$ cat src/nwe_pkg.sv
// Shared constants for the weighted normal-equation builder.
package nwe_pkg;

  localparam int DATA_W = 32;
  localparam int ACC_W  = 80;
  localparam int DIVD_W = 65;
  localparam int DIVR_W = 62;

  localparam int DEF_MAX_POINTS = 64;
  localparam int DEF_MAX_PARAMS = 8;

  localparam logic [2:0] ACT_RESIDUAL = 3'd0;
  localparam logic [2:0] ACT_DERIV    = 3'd1;
  localparam logic [2:0] ACT_WEIGHT   = 3'd2;
  localparam logic [2:0] ACT_PARAM    = 3'd3;
  localparam logic [2:0] ACT_START    = 3'd4;

  localparam logic [1:0] WM_DIAG = 2'd1;
  localparam logic [1:0] WM_FULL = 2'd2;

  localparam logic [1:0] CFG_WEIGHT_MODE = 2'd0;
  localparam logic [1:0] CFG_NUM_POINTS  = 2'd1;
  localparam logic [1:0] CFG_NUM_PARAMS  = 2'd2;

  localparam logic [31:0] ONE_Q16 = 32'h0001_0000;

endpackage

$ cat src/nwe_div.sv
// Restoring unsigned divider, one quotient bit per cycle.
module nwe_div
  import nwe_pkg::*;
(
  input  logic              clk,
  input  logic              rst_n,
  input  logic              start,
  input  logic [DIVD_W-1:0] dividend,
  input  logic [DIVR_W-1:0] divisor,
  output logic              busy,
  output logic [DIVD_W-1:0] quotient
);

  logic [DIVD_W-1:0] quo_r, quo_nxt;
  logic [DIVR_W-1:0] rem_r, rem_nxt;
  logic [DIVR_W-1:0] dvs_r, dvs_nxt;
  logic [6:0]        cnt_r, cnt_nxt;
  logic              busy_r, busy_nxt;
  logic [DIVR_W:0]   shifted;
  logic [DIVR_W:0]   diff;
  logic              ge;

  assign shifted = {rem_r, quo_r[DIVD_W-1]};
  assign diff    = shifted - {1'b0, dvs_r};
  assign ge      = shifted >= {1'b0, dvs_r};

  always_comb begin
    quo_nxt  = quo_r;
    rem_nxt  = rem_r;
    dvs_nxt  = dvs_r;
    cnt_nxt  = cnt_r;
    busy_nxt = busy_r;
    if (start) begin
      quo_nxt  = dividend;
      rem_nxt  = '0;
      dvs_nxt  = divisor;
      cnt_nxt  = 7'(DIVD_W);
      busy_nxt = 1'b1;
    end else if (busy_r) begin
      quo_nxt  = {quo_r[DIVD_W-2:0], ge};
      rem_nxt  = ge ? diff[DIVR_W-1:0] : shifted[DIVR_W-1:0];
      cnt_nxt  = cnt_r - 7'd1;
      busy_nxt = (cnt_r != 7'd1);
    end
  end

  always_ff @(posedge clk) begin
    if (!rst_n) begin
      busy_r <= 1'b0;
      cnt_r  <= '0;
    end else begin
      busy_r <= busy_nxt;
      cnt_r  <= cnt_nxt;
    end
    quo_r <= quo_nxt;
    rem_r <= rem_nxt;
    dvs_r <= dvs_nxt;
  end

  assign busy     = busy_r;
  assign quotient = quo_r;

endmodule

$ cat config.mk
export PLATFORM = sky130hd
export DESIGN_NAME = nwe_div
export DESIGN_NICKNAME = d
export VERILOG_FILES = /design/src/nwe_pkg.sv /design/src/nwe_div.sv
export SDC_FILE = /design/constraint.sdc
export NUM_CORES = 1
export LEC_CHECK = 0
export ABC_AREA = 0
export BUFFER_PORTS_ARGS = -buffer_cell sky130_fd_sc_hd__buf_2
export CAP_MARGIN = 0
export CORE_MARGIN = 2
export CORE_UTILIZATION = 30
export DETAILED_ROUTE_END_ITERATION = 8
export SLEW_MARGIN = 25
export SYNTH_ARGS = -nofsm -noshare
export SYNTH_HDL_FRONTEND = slang
export SYNTH_SLANG_ARGS = --single-unit
$ cat constraint.sdc
create_clock -name clk -period 3.7 [get_ports clk]
set_clock_uncertainty 0.05 [all_clocks]
set_input_delay 0.185 -clock clk [delete_from_list [all_inputs] [get_ports clk]]
set_output_delay 0.185 -clock clk [all_outputs]
set_load 0.01 [all_outputs]
==> results.txt <==
status - complete, no violations
reg2reg start - dvs_r[12]$_DFFE_PP_
drt first pass iters - 5
Inserted Clock Buffers - 17
largest net degree at the start of global routing - 124
largest fanout on the critical path - 25
VDD IR max - 383 uV
Lkg Pwr - 6.26 nW
CTS tree - yes
GR Overflow Total - 0
Slew Limit Fails - 0
routability cong. - 0.870
Die X - 201 um
reg2reg end - rem_r[61]$_SDFFE_PP0P_
Vias/cell - 4.92
Ports - 196
asr flop ratio synth - 0
Final Hold Fails - 0
min Tclk post-route - 3.37 ns
final core utilization - 0.392
vias in the first global route - 10300
Min Hold Slack - 0.0500 ns
syn avg cell area - 9.81 um^2
Hold Path Class - input pin to register
Yosys reg bits - 197
Slew headroom - 0.415
IO Port Bufs - 195
Post-Syn Instances - 1189
critical path depth in cells - 13
post-synthesis sequential area ratio - 0.447
Clk Latency, worst-skew pair - 0.46 ns
Vias - 9961
RSZ-0062 raised after global routing - false
layout cells sized above 1 - 0.224
Syn Std Cell Area - 0.0117 mm^2
syn_nets - 1385
Top FF cell, synth - edfxtp_1
CP Data Required Time - 4.04 ns
period utilisation layout - 0.911
critical-path cell list - inv_1 -> ha_1 -> nand4_1 -> a211o_1 -> a21oi_4 -> o311ai_4 -> a211oi_4 -> a21oi_4 -> buf_4 -> o31a_1 -> buf_4 -> a311o_1 -> a31oi_1
worst path bufs/invs - 3
first-pass GRT wire length - 54.1 mm
critical path's top delay family - compound AO/OA/AOI/OAI gates
Routed Antenna Nets - 0
Clock Path Buffers - 2
Arr. time, crit path - 3.71 ns
die area - 0.0405 mm^2
worst r2r path cells - 13
Detailed Route Iter0 Violations - 603
Nets - 1689
total negative slack - 0 ns
Worst setup EP type - register
Die Y - 201 um
critical path class - register to register
Critical Path End - rem_r[61]$_SDFFE_PP0P_
CP Launch Type - register
crit-path max cell delay - 0.39 ns
pwr dens - 420 mW/mm^2
YS warnings - 0
Slowest-stage cell, CP - ha_1
Max Cap Violations - 0
Reg2Reg Setup Slack - 0.33 ns
Initial Util - 0.303
post-detail-place hpwl - 23.4 mm
H-tree Lvls - 4
WL per Instance - 16.5 um
Setup-failing EPs final - 0
DRT Wirelength - 33.4 mm
drt drc - 0
fmax - 297 MHz
number of synthesized flops with an enable pin - 127
CTS Root Cell - clkbuf_16
GRT Util Overall - 0.167
standard-cell rows - 72
Yosys cell types - 70
core area - 0.0385 mm^2
synthesis-to-layout area growth - 29.4%
Slew @ Worst Pin - 0.878 ns
Clock transition at path regs - 0.07 ns
clock sinks - 197
Critical path origin - dvs_r[12]$_DFFE_PP_
initial antenna violation count - 1
==> where the power goes <==
| group | total (W) | leakage [nW] | switching [W] | internal (W) |
|---|---|---|---|---|
| registers | 0.00270 | 1.83 | 0.000129 | 0.00257 |
| logic | 0.00172 | 4.13 | 0.000970 | 0.000750 |
| clock network | 0.00193 | 0.289 | 0.000914 | 0.00101 |
| total | 0.00635 | 6.26 | 0.00201 | 0.00433 |
==> state kept, by name (all words and copies together) (netlist names) <==
signal    cells
busy          1
dvs_r        62
rem_r        62
cnt_r         7
quotient     65
==> worst min-delay path by stage <==
stage | start | endpoint | cells past startpoint
3_3_place_gp | divisor[35] | dvs_r[35]$_DFFE_PP_ | 1
5_1_grt | dividend[61] | quotient[61]$_DFFE_PP_ | 2
3_5_place_dp | divisor[39] | dvs_r[39]$_DFFE_PP_ | 1
2_1_floorplan | divisor[0] | dvs_r[0]$_DFFE_PP_ | 0
6_report | dividend[61] | quotient[61]$_DFFE_PP_ | 2
4_1_cts | dividend[21] | quotient[21]$_DFFE_PP_ | 2
==> final cells by class <==
type / count / area [um^2]
inverter: 83 / 312
multi-input combinational: 849 / 5870
fill: 3805 / 23400
clock inverter: 15 / 169
timing repair buffer: 345 / 2450
clock buffer: 17 / 425
sequential: 197 / 5220
antenna: 1 / 2.50
tap: 518 / 648
==> per-layer routing <==
metal | wire [um] | global-route usage
met3 | 2020 | 0.0441
met5 | 0 | 0
met1 | 15100 | 0.212
met2 | 15800 | 0.281
met4 | 469 | 0.0496
==> cell usage in the layout, fill, tap and decap left out, types with 5 or more instances in the layout <==
cell           synthesis  final
or3_1                  6      6
o21bai_1               9      9
inv_1                 83     82
and2_1                 6      6
nor4_1                 5      5
nand2_1              145    145
a211oi_1              16     16
a21oi_1               78     76
ha_1                  65     65
nand4_1               24     24
dfxtp_1               70     69
nor3_1                12     12
nand2b_1              13     13
o211ai_1              11     11
a21boi_0               6      6
nor2_1                91     91
o21a_1                15     15
a31oi_1                6      6
buf_2                 13    194
nand3_1               13     13
buf_4                  6     22
dlygate4sd3_1          0    126
o31ai_1                5      5
o21ai_0               49     49
xor2_1                25     25
xnor2_1               36     36
edfxtp_1             127    127
nor2b_1                6      6
clkbuf_16              0     17
a21o_1                28     28
a311oi_1              38     38
mux2_2                67     67
mux2i_1               11     11
==> logic make-up after synthesis <==
group                    after synthesis  share of synthesized area
flip-flops                           197                      0.447
multiplexers                          79                     0.0751
XOR/XNOR                              61                     0.0458
buffers and inverters                143                     0.0506
AO/OA/AOI/OAI                        300                      0.177
AND/OR/NAND/NOR                      343                      0.133
adder cells (fa/ha/maj)               66                     0.0714
==> timing repair <==
item	4_1_cts	5_1_grt
buffers inserted	0	5
endpoints found under the hold margin	128	0
endpoints found under the setup margin	0	20
hold buffers	126	0
resized for setup	0	4
==> synthesized netlist by cell type, types with 16 or more instances <==
cell type / n / area share
nor2_1: 91 / 0.029
dfxtp_1: 70 / 0.12
a211oi_1: 16 / 0.010
a21oi_1: 78 / 0.033
ha_1: 65 / 0.070
edfxtp_1: 127 / 0.33
a311oi_1: 38 / 0.029
xor2_1: 25 / 0.019
nand2_1: 145 / 0.047
xnor2_1: 36 / 0.027
clkbuf_1: 38 / 0.012
nand4_1: 24 / 0.013
inv_1: 83 / 0.027
o21ai_0: 49 / 0.021
mux2_2: 67 / 0.065
a21o_1: 28 / 0.018
==> per-stage QoR <==
stage | instance area [um^2] | total power [W] | cells | setup WS, ns
after global routing | 15100 | 0.00670 | 2025 | 0.0683
after CTS | 15000 | 0.00639 | 2019 | 0.153
after detailed placement | 13200 | 0.00432 | 1861 | 0.160
after floorplan | 11700 | 0.00384 | 1189 | 0.599
after global placement | 13200 | 0.00431 | 1861 | 0.231
final | 15100 | 0.00635 | 2025 | 0.331
(Power assumes the default switching activity.)
